[src/hw/rtl/ccst_pkg.sv]
`default_nettype none
// ----------------------------------------------------------------------------
// ccst_pkg: shared types and constants
// Character codes, scanner modes, actions and the update bundle passed from
// the scanner to the character-set store.
// ----------------------------------------------------------------------------
package ccst_pkg;

  localparam int unsigned SET_SIZE  = 95;
  localparam int unsigned ROW_W     = 16;
  localparam int unsigned ROW_COUNT = 6;
  localparam int unsigned IDX_W     = 7;
  localparam int unsigned CNT_W     = 7;

  localparam logic [7:0] CHAR_BASE  = 8'h20;
  localparam logic [7:0] CHAR_LAST  = 8'h7E;
  localparam logic [7:0] CHAR_SLASH = 8'h2F;
  localparam logic [7:0] CHAR_STAR  = 8'h2A;
  localparam logic [7:0] CHAR_NL    = 8'h0A;

  // flag position of the slash character
  localparam logic [IDX_W-1:0] SLASH_IDX = 7'd15;
  localparam logic [CNT_W-1:0] FULL_CNT  = 7'd95;
  localparam logic [2:0]       ROW_LIMIT = 3'd6;

  typedef enum logic [1:0] {
    ACT_FEED    = 2'd0,
    ACT_RESTART = 2'd1,
    ACT_READ    = 2'd2,
    ACT_NOP     = 2'd3
  } action_t;

  typedef enum logic [2:0] {
    MODE_CODE  = 3'd0,
    MODE_SLASH = 3'd1,
    MODE_LINE  = 3'd2,
    MODE_BLOCK = 3'd3,
    MODE_STAR  = 3'd4
  } mode_t;

  // one step's worth of changes to the seen flags
  typedef struct packed {
    logic             step;   // a word is processed this cycle
    logic             clear;  // restart: drop all flags and the count
    logic             slash;  // mark the held slash
    logic             chr;    // mark the current byte
    logic [IDX_W-1:0] idx;    // flag position of the current byte
  } upd_t;

endpackage : ccst_pkg
`default_nettype wire

[src/hw/rtl/ccst_scan.sv]
`default_nettype none
// ----------------------------------------------------------------------------
// ccst_scan: comment scanner
// Holds the five-mode scanner state and decides which characters to mark.
// ----------------------------------------------------------------------------
module ccst_scan (
  input  wire logic              clk,
  input  wire logic              rst,
  input  wire logic              step,
  input  wire ccst_pkg::action_t action,
  input  wire logic [7:0]        char_byte,
  output ccst_pkg::mode_t        mode_next,
  output ccst_pkg::upd_t         upd
);

  ccst_pkg::mode_t mode;
  ccst_pkg::mode_t mode_feed;
  logic            mark_slash;
  logic            mark_chr;
  logic            printable;
  logic            feed;
  logic [7:0]      offset;

  assign feed      = (action == ccst_pkg::ACT_FEED);
  assign printable = (char_byte >= ccst_pkg::CHAR_BASE) && (char_byte <= ccst_pkg::CHAR_LAST);
  assign offset    = char_byte - ccst_pkg::CHAR_BASE;

  always_comb begin
    mode_feed  = mode;
    mark_slash = 1'b0;
    mark_chr   = 1'b0;
    unique case (mode)
      ccst_pkg::MODE_SLASH: begin
        if (char_byte == ccst_pkg::CHAR_SLASH) begin
          mode_feed = ccst_pkg::MODE_LINE;
        end else if (char_byte == ccst_pkg::CHAR_STAR) begin
          mode_feed = ccst_pkg::MODE_BLOCK;
        end else begin
          // not a comment after all: mark the slash and this byte
          mode_feed  = ccst_pkg::MODE_CODE;
          mark_slash = 1'b1;
          mark_chr   = 1'b1;
        end
      end
      ccst_pkg::MODE_LINE: begin
        if (char_byte == ccst_pkg::CHAR_NL) begin
          mode_feed = ccst_pkg::MODE_CODE;
        end
      end
      ccst_pkg::MODE_BLOCK: begin
        if (char_byte == ccst_pkg::CHAR_STAR) begin
          mode_feed = ccst_pkg::MODE_STAR;
        end
      end
      ccst_pkg::MODE_STAR: begin
        if (char_byte == ccst_pkg::CHAR_SLASH) begin
          mode_feed = ccst_pkg::MODE_CODE;
        end else if (char_byte != ccst_pkg::CHAR_STAR) begin
          mode_feed = ccst_pkg::MODE_BLOCK;
        end
      end
      default: begin
        if (char_byte == ccst_pkg::CHAR_SLASH) begin
          mode_feed = ccst_pkg::MODE_SLASH;
        end else begin
          mode_feed = ccst_pkg::MODE_CODE;
          mark_chr  = 1'b1;
        end
      end
    endcase
  end

  always_comb begin
    if (feed) begin
      mode_next = mode_feed;
    end else if (action == ccst_pkg::ACT_RESTART) begin
      mode_next = ccst_pkg::MODE_CODE;
    end else begin
      mode_next = mode;
    end
  end

  assign upd.step  = step;
  assign upd.clear = (action == ccst_pkg::ACT_RESTART);
  assign upd.slash = feed && mark_slash;
  assign upd.chr   = feed && mark_chr && printable;
  assign upd.idx   = printable ? offset[ccst_pkg::IDX_W-1:0] : '0;

  always_ff @(posedge clk) begin
    if (rst) begin
      mode <= ccst_pkg::MODE_CODE;
    end else if (step) begin
      mode <= mode_next;
    end
  end

endmodule : ccst_scan
`default_nettype wire

[src/hw/rtl/ccst_charset.sv]
`default_nettype none
// ----------------------------------------------------------------------------
// ccst_charset: seen-character store
// Holds the 95 seen flags and their distinct count, and reads one row.
// ----------------------------------------------------------------------------
module ccst_charset (
  input  wire logic                          clk,
  input  wire logic                          rst,
  input  wire ccst_pkg::upd_t                upd,
  input  wire logic                          rd_en,
  input  wire logic [2:0]                    row_select,
  output logic      [ccst_pkg::CNT_W-1:0]    count_next,
  output logic      [ccst_pkg::ROW_W-1:0]    row_flags
);

  logic [ccst_pkg::SET_SIZE-1:0]                 flags;
  logic [ccst_pkg::SET_SIZE-1:0]                 flags_next;
  logic [ccst_pkg::CNT_W-1:0]                    count;
  logic                                          inc_slash;
  logic                                          inc_chr;
  logic [ccst_pkg::ROW_W*ccst_pkg::ROW_COUNT-1:0] padded;
  logic [6:0]                                    row_base;

  assign inc_slash = upd.slash && !flags[ccst_pkg::SLASH_IDX];
  // a byte equal to the held slash counts only once
  assign inc_chr   = upd.chr && !flags[upd.idx] &&
                     !(upd.slash && (upd.idx == ccst_pkg::SLASH_IDX));

  always_comb begin
    flags_next = flags;
    if (upd.clear) begin
      flags_next = '0;
    end else begin
      if (upd.slash) begin
        flags_next[ccst_pkg::SLASH_IDX] = 1'b1;
      end
      if (upd.chr) begin
        flags_next[upd.idx] = 1'b1;
      end
    end
  end

  assign count_next = upd.clear ? '0
                    : count + {{(ccst_pkg::CNT_W-1){1'b0}}, inc_slash}
                            + {{(ccst_pkg::CNT_W-1){1'b0}}, inc_chr};

  // the last row has one missing character; pad it with zero
  assign padded   = {1'b0, flags};
  assign row_base = {row_select, 4'b0000};
  assign row_flags = (rd_en && (row_select < ccst_pkg::ROW_LIMIT))
                   ? padded[row_base +: ccst_pkg::ROW_W] : '0;

  always_ff @(posedge clk) begin
    if (rst) begin
      flags <= '0;
      count <= '0;
    end else if (upd.step) begin
      flags <= flags_next;
      count <= count_next;
    end
  end

`ifndef SYNTHESIS
  a_count_matches_flags: assert property (@(posedge clk) disable iff (rst)
    $countones(flags) == int'(count))
    else $error("distinct count disagrees with seen flags");

  a_count_bounded: assert property (@(posedge clk) disable iff (rst)
    count <= ccst_pkg::FULL_CNT)
    else $error("distinct count above set size");

  a_restart_clears: assert property (@(posedge clk) disable iff (rst)
    (upd.step && upd.clear) |=> (count == '0) && (flags == '0))
    else $error("restart left flags or count set");

  a_no_change_idle: assert property (@(posedge clk) disable iff (rst)
    !upd.step |=> $stable(flags) && $stable(count))
    else $error("store changed without a step");
`endif

endmodule : ccst_charset
`default_nettype wire

[src/hw/rtl/comment_skipping_charset_tracker.sv]
`default_nettype none
// ----------------------------------------------------------------------------
// comment_skipping_charset_tracker: charset tracker for C-style source text
// Scans source bytes, skips line and block comments, and tracks which
// printable characters appear outside them.
// ----------------------------------------------------------------------------
// Usage:
//   Input stream (s_axis_*): one word per step. tuser carries the action
//   (feed byte, restart, read row, no operation); tdata carries the byte
//   and the row select. Output stream (m_axis_*): exactly one result word
//   per input word, in order, showing the state after that word: distinct
//   count, pangram flag, scanner mode and, for a row read, 16 seen flags.
//   Path: a word accepted into the input register is processed by the
//   scanner and the flag store, and its result is captured in the result
//   register that drives m_axis.
//   Throughput: one word per cycle, sustained, while m_axis_tready is high;
//   the combinational scanner and flag update set that figure.
//   Stall: while a result waits for m_axis_tready the input register still
//   takes one more word; s_axis_tready drops only when both registers hold.
//   Reset (rst, synchronous): clears the flags, the count, the mode and
//   both valid bits. A restart word does the same to the tracker state.
// ----------------------------------------------------------------------------
module comment_skipping_charset_tracker (
  input  wire logic        clk,
  input  wire logic        rst,
  input  wire logic        s_axis_tvalid,
  output logic             s_axis_tready,
  input  wire logic [15:0] s_axis_tdata,  // char_byte[7:0], row_select[10:8], zero[15:11]
  input  wire logic [1:0]  s_axis_tuser,  // action[1:0]
  output logic             m_axis_tvalid,
  input  wire logic        m_axis_tready,
  output logic      [31:0] m_axis_tdata   // used_count[6:0], is_pangram[7],
                                          // scan_mode[10:8], row_flags[26:11],
                                          // zero[31:27]
);

  // input register
  logic              in_valid;
  ccst_pkg::action_t in_action;
  logic [7:0]        in_byte;
  logic [2:0]        in_row;

  // result register
  logic                          out_valid;
  logic [ccst_pkg::CNT_W-1:0]    out_count;
  logic                          out_pangram;
  ccst_pkg::mode_t               out_mode;
  logic [ccst_pkg::ROW_W-1:0]    out_row;

  logic                          out_free;
  logic                          step;
  ccst_pkg::mode_t               mode_next;
  ccst_pkg::upd_t                upd;
  logic [ccst_pkg::CNT_W-1:0]    count_next;
  logic [ccst_pkg::ROW_W-1:0]    row_flags;

  // advance the held word when the result slot is empty or being drained
  assign out_free      = !out_valid || m_axis_tready;
  assign step          = in_valid && out_free;
  assign s_axis_tready = !in_valid || step;

  ccst_scan u_scan (
    .clk       (clk),
    .rst       (rst),
    .step      (step),
    .action    (in_action),
    .char_byte (in_byte),
    .mode_next (mode_next),
    .upd       (upd)
  );

  ccst_charset u_charset (
    .clk        (clk),
    .rst        (rst),
    .upd        (upd),
    .rd_en      (in_action == ccst_pkg::ACT_READ),
    .row_select (in_row),
    .count_next (count_next),
    .row_flags  (row_flags)
  );

  always_ff @(posedge clk) begin
    if (rst) begin
      in_valid  <= 1'b0;
      out_valid <= 1'b0;
    end else begin
      if (s_axis_tready) begin
        in_valid <= s_axis_tvalid;
      end
      if (out_free) begin
        out_valid <= in_valid;
      end
    end
    // payload: capture on accept, hold otherwise
    if (s_axis_tvalid && s_axis_tready) begin
      in_action <= ccst_pkg::action_t'(s_axis_tuser);
      in_byte   <= s_axis_tdata[7:0];
      in_row    <= s_axis_tdata[10:8];
    end
    if (step) begin
      out_count   <= count_next;
      out_pangram <= (count_next == ccst_pkg::FULL_CNT);
      out_mode    <= mode_next;
      out_row     <= row_flags;
    end
  end

  assign m_axis_tvalid = out_valid;
  assign m_axis_tdata  = {5'b00000, out_row, out_mode, out_pangram, out_count};

`ifndef SYNTHESIS
  a_result_held_on_stall: assert property (@(posedge clk) disable iff (rst)
    (out_valid && !m_axis_tready) |=> out_valid && $stable(m_axis_tdata))
    else $error("result changed while stalled");

  a_pangram_consistent: assert property (@(posedge clk) disable iff (rst)
    out_valid |-> (out_pangram == (out_count == ccst_pkg::FULL_CNT)))
    else $error("pangram flag disagrees with count");

  a_mode_legal: assert property (@(posedge clk) disable iff (rst)
    out_valid |-> (m_axis_tdata[10:8] <= ccst_pkg::MODE_STAR))
    else $error("illegal scanner mode reported");
`endif

endmodule : comment_skipping_charset_tracker
`default_nettype wire

[config.mk]
export PLATFORM = sky130hd
export DESIGN_NAME = comment_skipping_charset_tracker
export DESIGN_NICKNAME = d
export VERILOG_FILES = /design/src/hw/rtl/ccst_pkg.sv /design/src/hw/rtl/ccst_scan.sv /design/src/hw/rtl/ccst_charset.sv /design/src/hw/rtl/comment_skipping_charset_tracker.sv
export SDC_FILE = /design/constraint.sdc
export NUM_CORES = 1
export LEC_CHECK = 0
export ABC_AREA = 1
export BUFFER_PORTS_ARGS = -buffer_cell sky130_fd_sc_hd__buf_4
export CORE_UTILIZATION = 40
export DETAILED_ROUTE_END_ITERATION = 16
export PLACE_DENSITY = 0.53
export SLEW_MARGIN = 30
export SYNTH_ARGS = -nofsm -noshare
export SYNTH_HDL_FRONTEND = slang
export SYNTH_SLANG_ARGS = --single-unit
[constraint.sdc]
create_clock -name clk -period 7.5 [get_ports clk]
set_input_delay 0.75 -clock clk [delete_from_list [all_inputs] [get_ports clk]]
set_output_delay 0.75 -clock clk [all_outputs]
set_load 0.005 [all_outputs]
==> Implementation_results.wiki, run 1 <==
{| class="wikitable"
! Metric !! Value
|-
| Result of the run || finished, violations left
|-
| Violations in the final reports || DRC
|-
| Cell Pwr Density || 218 mW/mm^2
|-
| Initial Utilization || 0.411
|-
| Met1 WL || 10.9 mm
|-
| Routed length on met3 || 1.67 mm
|-
| Die height || approximately 140 microns
|-
| Total leakage power || 3.28 nW
|-
| Fraction of final layout cells sized beyond drive strength 1 || 0.110
|-
| Setup Buffers After CTS || 0
|-
| Timing startpoint of the critical path || in_byte[0]
|-
| Switching power summed over all nets || 0.000512 W
|-
| Count of warnings emitted by yosys || 0
|-
| Clk Tree Root Cell || sky130_fd_sc_hd__clkbuf_16
|-
| Startpoint type of the worst setup path || flip-flop
|-
| Weighted congestion at the end of routability-driven global placement || 0.901
|-
| Min Hold Slack || 0.471 ns
|-
| Portion of the post-synthesis area used by sequential elements || 0.449
|-
| Count of distinct cell types in the synthesized netlist || 38
|-
| Maximum root-to-sink buffer count || 2
|-
| Final setup violation count || 0
|-
| Flop pwr share || 0.452
|-
| Min-delay worst type || flip-flop to flip-flop
|-
| Clock transition at the register clock pins on the worst setup and hold paths after CTS || around 0.070 ns
|-
| Data required, critical path || 7.69 ns
|-
| Power share of the clock group || 0.453
|-
| Cell type with the highest aggregate area in the netlist || sky130_fd_sc_hd__dfxtp_1
|-
| Fin cells || 1320
|-
| R2R cell count || 28
|-
| Setup Crit Path Kind || flip-flop to flip-flop
|-
| Vias in the first global route || 6524
|-
| Number of placed instances, taps included || 1288
|-
| Worst clock skew || 0.00916 ns
|-
| Gate power share || 0.095
|-
| Pin count of the biggest net entering global routing || 95
|-
| Placed wire-length estimate after detailed placement || 16.2 mm
|-
| Upper clock frequency limit || approximately 210 MHz
|-
| Crit path DAT || 5.06 ns
|-
| Worst-margin pin slew || 0.960 ns
|-
| Kind of end point of the critical path || flip-flop
|-
| Die Footprint || 0.0191 sq mm
|-
| Hold path startpoint || u_charset.flags[57]
|-
| Count leader, synth || sky130_fd_sc_hd__nand2_1
|-
| First-pass DRT Iterations || 11
|-
| Internal cell power || 0.00134 W
|-
| Site Rows || 49
|-
| Final WL || between 20 and 25 mm
|-
| Number of cells upsized or downsized after cts || 0
|-
| Wire length of the first global-routing pass || 38.1 mm
|-
| Worst-path cell with the longest stage delay || sky130_fd_sc_hd__nor2_2
|-
| Placeable Area || 0.0181 sq mm
|-
| Sinks on the clock net || around 150
|-
| Sequential cell area || 0.00334 sq mm
|-
| Hold-critical path depth || 2
|-
| Fraction of power spent switching nets || 0.276
|-
| CTS tree || done
|-
| Average cell area after synthesis || 7.10 sq um
|-
| NumNets Final || between 1000 and 1500
|-
| Cell Area, Synth || 0.00744 sq mm
|-
| Max Cap Viol || 0
|-
| Via count || roughly 7000
|-
| Routed length on met2 || 11.1 mm
|-
| Die Span X || 138 microns
|-
| Gate count of the mapped netlist || about 1000
|-
| Total power of the final layout || roughly 0.0019 W
|-
| Total grt overflow || 0
|-
| Quantity of I/O buffers inserted on ports || 45
|-
| Final antenna-violating net count || 0
|-
| Number of levels in the clock H-tree || 4
|-
| Area share of the largest cell type after synthesis || 0.288
|-
| Critical R2R Launch || in_byte[0]
|-
| Diodes inserted || 0
|-
| TritonCTS Buffers || 17
|-
| Flip-flop and latch count after synthesis || 147
|-
| Antenna violations before repair || 0
|-
| Total Neg Setup Slack || 0 ns
|-
| Commonest cells post-synth || 270 x sky130_fd_sc_hd__nand2_1, 174 x sky130_fd_sc_hd__a21oi_1, 135 x sky130_fd_sc_hd__inv_1, 107 x sky130_fd_sc_hd__dfxtp_1, 76 x sky130_fd_sc_hd__nor2_1
|-
| Mean routed wirelength per cell || 18.4 microns
|-
| Max Used Layer || met4
|-
| DRC Markers || 4
|-
| Critical Path Max Stage Delay || roughly 0.74 ns
|-
| Time the final worst path needs with I/O delays and setup || ~4.9 ns
|-
| Main area contributors after synthesis || sky130_fd_sc_hd__dfxtp_1 29%, sky130_fd_sc_hd__edfxtp_1 16%, sky130_fd_sc_hd__nand2_1 14%
|-
| Share of flip-flops with an asynchronous set or reset after synthesis || 0
|-
| Relative slew slack || 0.357
|-
| Area used by multi-input combinational logic || 0.00333 sq mm
|-
| Unrepaired setup endpoints after global routing || no
|-
| Iter 0 DRT Violations || ~640
|-
| IR Drop Worst-Case VDD || between 150 and 200 uV
|-
| Number of primary I/O pins || 56
|-
| Most prevalent standard cell on the critical path || sky130_fd_sc_hd__nand2_1
|-
| Util after Layout || 0.470
|-
| Area overhead of the layout relative to synthesis || 14.3%
|-
| Vias/cell || between 5 and 6
|-
| Leading register cell type out of synthesis || sky130_fd_sc_hd__dfxtp_1
|-
| Critical Path Fanout Max || 29
|-
| Number of enable-type register cells in the synthesized netlist || 40
|-
| Portion of the clock cycle consumed by the worst path in the final layout || 0.649
|-
| # fillers || about 1900
|-
| Clk Latency, worst-skew pair || around 0.43 ns
|-
| Hold bufs inserted after CTS || 0
|-
| Number of max-slew violations in the final report || 0
|-
| Number of hold violations in the final report || 0
|-
| All-Layer GR Usage || 0.264
|}
[cell families after synthesis]
group,after synthesis,share of synthesized area
AOI/OAI and AO/OA,260,0.179
and+or+nand+nor,444,0.259
buffers and inverters,193,0.106
DFF,147,0.449
adders and majority gates,3,0.00605
other,1,0.000504
[path summary, 6_finish.rpt]
| check | to | slack [ns] |
|---|---|---|
| hold / removal | u_charset.flags[57] | 0.47 |
| hold reg to reg | u_charset.flags[57] | 0.47 |
| setup reg to reg | out_pangram | 2.63 |
| setup / recovery | out_pangram | 2.63 |
[routing by layer]
metal | global-route usage | up-vias
met5 | 0 | -
met4 | 0.0988 | 0
met3 | 0.0526 | 35
met2 | 0.418 | 249
met1 | 0.354 | 3260
li1 | - | 3459
[metrics by stage]
stage	setup WS, ns	area [sq um]
floorplan	4.17	7450
global placement	2.75	7920
detailed placement	2.71	7930
CTS	2.69	8500
global route	2.06	8500
finish	2.63	8500
[registers in the layout (all words and copies together) (netlist names), 2 cells and up]
name and count:
in_action 2, in_byte 8, in_row 3, out_count 7, out_mode 3, out_row 16
u_charset.count 7, u_charset.flags 95, u_scan.mode 3
[power by group through the flow]
stage               sequential (W)  combinational (W)  clock (W)
floorplan                 0.000855           0.000110          0
global placement          0.000856           0.000175          0
detailed placement        0.000856           0.000174          0
CTS                       0.000839           0.000175   0.000852
global route              0.000840           0.000193   0.000892
finish                    0.000839           0.000177   0.000839
[layout by cell type (no fill, tap or decap), types with 2 or more instances in the layout]
master                       instances
sky130_fd_sc_hd__nand3_1            50
sky130_fd_sc_hd__clkbuf_16          17
sky130_fd_sc_hd__buf_4              55
sky130_fd_sc_hd__edfxtp_1           40
sky130_fd_sc_hd__clkinv_1            4
sky130_fd_sc_hd__inv_6               5
sky130_fd_sc_hd__nand2_2             3
sky130_fd_sc_hd__inv_2               6
sky130_fd_sc_hd__nor3_1              7
sky130_fd_sc_hd__conb_1              5
sky130_fd_sc_hd__a211oi_1            2
sky130_fd_sc_hd__o21ai_0            75
sky130_fd_sc_hd__nor2_2              4
sky130_fd_sc_hd__nor2_4             11
sky130_fd_sc_hd__inv_1             135
sky130_fd_sc_hd__clkinv_4            4
sky130_fd_sc_hd__inv_8               2
sky130_fd_sc_hd__dfxtp_1           107
sky130_fd_sc_hd__clkinvlp_4          2
sky130_fd_sc_hd__nor2_1             76
sky130_fd_sc_hd__nand4_1            17
sky130_fd_sc_hd__a21oi_1           174
sky130_fd_sc_hd__nand2_1           270
sky130_fd_sc_hd__ha_1                2
[final cells by class]
| cell class | count | share of cell area |
|---|---|---|
| clock buffers | 17 | 0.0500 |
| well taps | 229 | 0.0337 |
| multi-input cells | 712 | 0.392 |
| repair buffers | 56 | 0.0499 |
| flip-flops and latches | 147 | 0.393 |
| clock inverters | 15 | 0.0177 |
| inverters | 144 | 0.0636 |
[worst max-delay path: cells and delay by family, from the launching register on]
family	cells	cell delay (ns)
flip-flops	1	0.37
adder cells (fa/ha/maj)	2	0.41
AND/OR/NAND/NOR	19	2.73
buffers and inverters	4	0.75
AO/OA/AOI/OAI	3	0.36
Power figures use the tool's default switching activity.
==> run 2: changes to the inputs <==
Settings changed: ABC_AREA 1 to 0.
Clock period 7.5 ns to 4.65 ns, I/O delays scaled along.
==> run 2 against run 1 <==
  * The flow now finishes without violations
  * Hold slack worse by 0.26 ns
  * Largest cell class is now multi-input combinational cells
  * Utilization up 0.67 points
  * Register-to-register slack lost 2.3 ns
  * Non-clock buffer count is 3 higher
  * Largest power group is now clock
==> Implementation_results.wiki, run 2 <==
{| class="wikitable"
! Metric !! Value
|-
| Number of cells upsized or downsized after cts || 0 (unchanged)
|-
| Worst-margin pin slew || 0.785 ns (-0.175 ns)
|-
| Switching power summed over all nets || 0.000735 W (+43%)
|-
| Clk Tree Root Cell || sky130_fd_sc_hd__clkbuf_16
|-
| Leading register cell type out of synthesis || sky130_fd_sc_hd__dfxtp_1
|-
| Util after Layout || 0.477 (+0.00673)
|-
| Pin count of the biggest net entering global routing || 66 (-31%)
|-
| All-Layer GR Usage || 0.233 (-0.0310)
|-
| Diodes inserted || 0 (unchanged)
|-
| Clk Latency, worst-skew pair || 0.43 ns (about the same)
|-
| Placeable Area || 0.0175 sq mm (-3.4%)
|-
| Placed wire-length estimate after detailed placement || 14.1 mm (-13%)
|-
| Area fraction in compound gates after synthesis || 0.222 (+0.0427)
|-
| Flop pwr share || 0.449 (-0.003)
|-
| Slack of the worst reg-to-reg path || 0.37 ns (-2.26 ns)
|-
| DRC Markers || 0 (-4)
|-
| Gate power share || 0.074 (-0.021)
|-
| Portion of the clock cycle consumed by the worst path in the final layout || 0.920 (+0.271)
|-
| Total leakage power || 3.03 nW (-7.8%)
|-
| Hold Crit Endpoint || in_row[1]
|-
| Design area || 0.00833 sq mm (-2.0%)
|-
| Leading cell type in the layout, fill and taps excluded || sky130_fd_sc_hd__dfxtp_1
|-
| Antenna violations before repair || 0 (unchanged)
|-
| CTS tree || done
|-
| Fraction of power spent switching nets || 0.245 (-0.0313)
|-
| Power share of the clock group || 0.476 (+0.023)
|-
| Total Neg Setup Slack || 0 ns (unchanged)
|-
| Fin cells || 928 (-30%)
|-
| Relative slew slack || 0.473 (+0.115)
|-
| Data required, critical path || 4.90 ns (-2.79 ns)
|-
| Die Span X || 137 microns (-1.3%)
|-
| Setup Buffers After CTS || 0 (unchanged)
|-
| Max Cap Viol || 0 (unchanged)
|-
| Startpoint type of the worst setup path || flip-flop
|-
| Final antenna-violating net count || 0 (unchanged)
|-
| Min-delay worst type || primary input to flip-flop
|-
| Dominant combinational cell family by area after synthesis || compound AO/OA/AOI/OAI gates
|-
| Mean routed wirelength per cell || 21.9 microns (+19%)
|-
| Critical R2R Launch || in_byte[6]
|-
| Dpl cell area || 0.00771 sq mm (-2.7%)
|-
| Critical Path Fanout Max || 21 (-28%)
|-
| Commonest cells post-synth || 107 x sky130_fd_sc_hd__dfxtp_1, 71 x sky130_fd_sc_hd__a22o_1, 58 x sky130_fd_sc_hd__nand2_1, 45 x sky130_fd_sc_hd__nor2_1, 40 x sky130_fd_sc_hd__edfxtp_1
|-
| Portion of netlist area occupied by mux cells || 0.116 (+0.116)
|-
| Share of the synthesized netlist area taken by xor and xnor gates || 0.00605 (+0.00605)
|-
| Hold-critical path depth || 1 (-1)
|-
| Registers with the most flip-flops || u_charset.flags: 95 flops, out_row: 16 flops, in_byte: 8 flops
|-
| Synthesized-area fraction occupied by and/or/nand/nor cells || 0.140 (-0.119)
|-
| Count of distinct cell types in the synthesized netlist || 76 (+100%)
|-
| Quantity of I/O buffers inserted on ports || 45 (unchanged)
|-
| Adder and majority cell fraction of the synthesized area || 0.00622 (+0.000165)
|-
| Timing startpoint of the critical path || in_byte[6]
|-
| Via count || 5720 (-18%)
|-
| Count of warnings emitted by yosys || 0 (unchanged)
|-
| Hold bufs inserted after CTS || 0 (unchanged)
|-
| Upper clock frequency limit || 234 MHz (+14%)
|-
| Crit path DAT || 4.52 ns (-0.54 ns)
|-
| Number of hold violations in the final report || 0 (unchanged)
|-
| Internal cell power || 0.00227 W (+69%)
|-
| Final WL || 20.3 mm (-16%)
|-
| Result of the run || finished, final reports clean
|-
| Clock transition at the register clock pins on the worst setup and hold paths after CTS || 0.06 ns (about the same)
|-
| Area share of the largest cell type after synthesis || 0.296 (+0.00786)
|-
| Commonest non-fill, non-tap cells in the layout || 107 x sky130_fd_sc_hd__dfxtp_1, 71 x sky130_fd_sc_hd__a22o_1, 58 x sky130_fd_sc_hd__nand2_1, 56 x sky130_fd_sc_hd__buf_4, 44 x sky130_fd_sc_hd__nor2_1
|-
| Sinks on the clock net || 147 (unchanged)
|-
| Cell Pwr Density || 360 mW/mm^2 (+65%)
|-
| R2R cell count || 14 (-50%)
|-
| Cell Area, Synth || 0.00724 sq mm (-2.7%)
|-
| Die height || 137 microns (-1.3%)
|-
| Iter 0 DRT Violations || 571 (-10%)
|-
| Unrepaired setup endpoints after global routing || no
|-
| Total grt overflow || 0 (unchanged)
|-
| Worst clock skew || 0.0122 ns (+0.00300 ns)
|-
| First-pass DRT Iterations || 5 (-6)
|-
| Vias in the first global route || 5415 (-17%)
|-
| Vias/cell || 6.16 (+16%)
|-
| Weighted congestion at the end of routability-driven global placement || 0.867 (-3.7%)
|-
| TritonCTS Buffers || 17 (unchanged)
|-
| Setup Crit Path Kind || flip-flop to flip-flop
|-
| Fraction of final layout cells sized beyond drive strength 1 || 0.228 (+0.118)
|-
| Number of enable-type register cells in the synthesized netlist || 40 (unchanged)
|-
| Register with the highest flop count || u_charset.flags
|-
| Average cell area after synthesis || 10.9 sq um (+53%)
|-
| Hold path startpoint || s_axis_tdata[9]
|-
| NumNets Final || 715 (-35%)
|-
| Share of flip-flops with an asynchronous set or reset after synthesis || 0 (unchanged)
|-
| Maximum root-to-sink buffer count || 2 (unchanged)
|-
| Kind of end point of the critical path || flip-flop
|-
| Gate count of the mapped netlist || 667 (-36%)
|-
| Portion of the post-synthesis area used by sequential elements || 0.462 (+0.0123)
|-
| Main area contributors after synthesis || sky130_fd_sc_hd__dfxtp_1 30%, sky130_fd_sc_hd__edfxtp_1 17%, sky130_fd_sc_hd__a22o_1 8.6%
|-
| Reg-to-reg critical path endpoint || out_pangram
|-
| Count leader, synth || sky130_fd_sc_hd__dfxtp_1
|-
| Area overhead of the layout relative to synthesis || 15.1%
|-
| Number of placed instances, taps included || 896 (-30%)
|-
| Initial Utilization || 0.414 (+0.00303)
|-
| Number of levels in the clock H-tree || 4 (unchanged)
|-
| IR Drop Worst-Case VDD || 296 uV (+86%)
|-
| Flip-flop count of the largest register after layout || 95 (unchanged)
|-
| Number of primary I/O pins || 56 (unchanged)
|-
| Time the final worst path needs with I/O delays and setup || 4.28 ns (-0.593 ns)
|-
| Site Rows || 48 (-2.0%)
|-
| Final setup violation count || 0 (unchanged)
|-
| Wire length of the first global-routing pass || 32.1 mm (-16%)
|-
| # fillers || 1582 (-15%)
|-
| Flip-flop and latch count after synthesis || 147 (unchanged)
|-
| Cell type with the highest aggregate area in the netlist || sky130_fd_sc_hd__dfxtp_1
|-
| Number of max-slew violations in the final report || 0 (unchanged)
|-
| Die Footprint || 0.0186 sq mm (-2.6%)
|}
run 2: cell types whose count changed after synthesis, moves of 31 or more:
cell and delta:
sky130_fd_sc_hd__a21oi_1 -151, sky130_fd_sc_hd__inv_1 -130, sky130_fd_sc_hd__nand2_1 -212, sky130_fd_sc_hd__a22o_1 +71, sky130_fd_sc_hd__nand3_1 -39, sky130_fd_sc_hd__o21ai_0 -44, sky130_fd_sc_hd__nor2_1 -31
run 2: cell type report:
type,count,area [sq um],share of cell area
sequential,147,3340,0.401
multi-input combinational,459,3590,0.431
inverter,6,22.5,0.00270
timing repair buffer,59,475,0.0570
clock inverter,13,145,0.0174
clock buffer,19,475,0.0570
tap,225,282,0.0338
run 2: worst max-delay path, cell delays in order (launching register included):
cell and delay, ns:
sky130_fd_sc_hd__edfxtp_1 0.47, sky130_fd_sc_hd__and3_1 0.29, sky130_fd_sc_hd__a311oi_2 0.47, sky130_fd_sc_hd__buf_4 0.33
sky130_fd_sc_hd__nor2b_1 0.16, sky130_fd_sc_hd__nor3_1 0.06, sky130_fd_sc_hd__or3_1 0.36, sky130_fd_sc_hd__a211o_1 0.26
sky130_fd_sc_hd__a21oi_1 0.30, sky130_fd_sc_hd__fa_1 0.28, sky130_fd_sc_hd__ha_1 0.18, sky130_fd_sc_hd__nand3_1 0.13
sky130_fd_sc_hd__or3_1 0.37, sky130_fd_sc_hd__a21oi_1 0.22, sky130_fd_sc_hd__nor4bb_1 0.22
run 2: worst max path at each step:
| stage | to | slack, ns | cells after the start |
|---|---|---|---|
| after floorplan | out_pangram | 0.99 | 15 |
| after global placement | out_pangram | 0.46 | 14 |
| after detailed placement | out_pangram | 0.44 | 14 |
| after CTS | out_pangram | 0.41 | 14 |
| after global routing | out_pangram | 0.02 | 14 |
| final | out_pangram | 0.37 | 14 |
run 2: power groups by stage:
stage | sequential (W) | clock, W | combinational (W)
after floorplan | 0.00137 | 0 | 0.000153
after global placement | 0.00138 | 0 | 0.000216
after detailed placement | 0.00138 | 0 | 0.000222
after CTS | 0.00135 | 0.00145 | 0.000222
after global routing | 0.00135 | 0.00151 | 0.000241
final | 0.00135 | 0.00143 | 0.000223
run 2: metrics by stage:
| step | worst slack [ns] | power (W) | hold WS, ns |
|---|---|---|---|
| after floorplan | 0.987 | 0.00152 | 0.435 |
| final | 0.373 | 0.00300 | 0.211 |
| after CTS | 0.411 | 0.00302 | 0.206 |
| after detailed placement | 0.437 | 0.00160 | 0.466 |
| after global placement | 0.461 | 0.00159 | 0.454 |
| after global routing | 0.0172 | 0.00310 | 0.202 |
run 2: layer usage:
layer	up-vias	GRT usage	wire (microns)	part of all wire
met3	27	0.0415	1300	0.064
met5	-	0	0	0
met2	218	0.344	9200	0.45
li1	2609	-	-	-
met4	0	0.0870	405	0.020
met1	2866	0.336	9400	0.46
run 2: cell families after synthesis:
family	after synthesis
AOI/OAI and AO/OA	208
xor gates and xnor gates	5
adders and majority gates	3
buffers and inverters	65
DFF	147
muxes	54
other	1
and+or+nand+nor	184
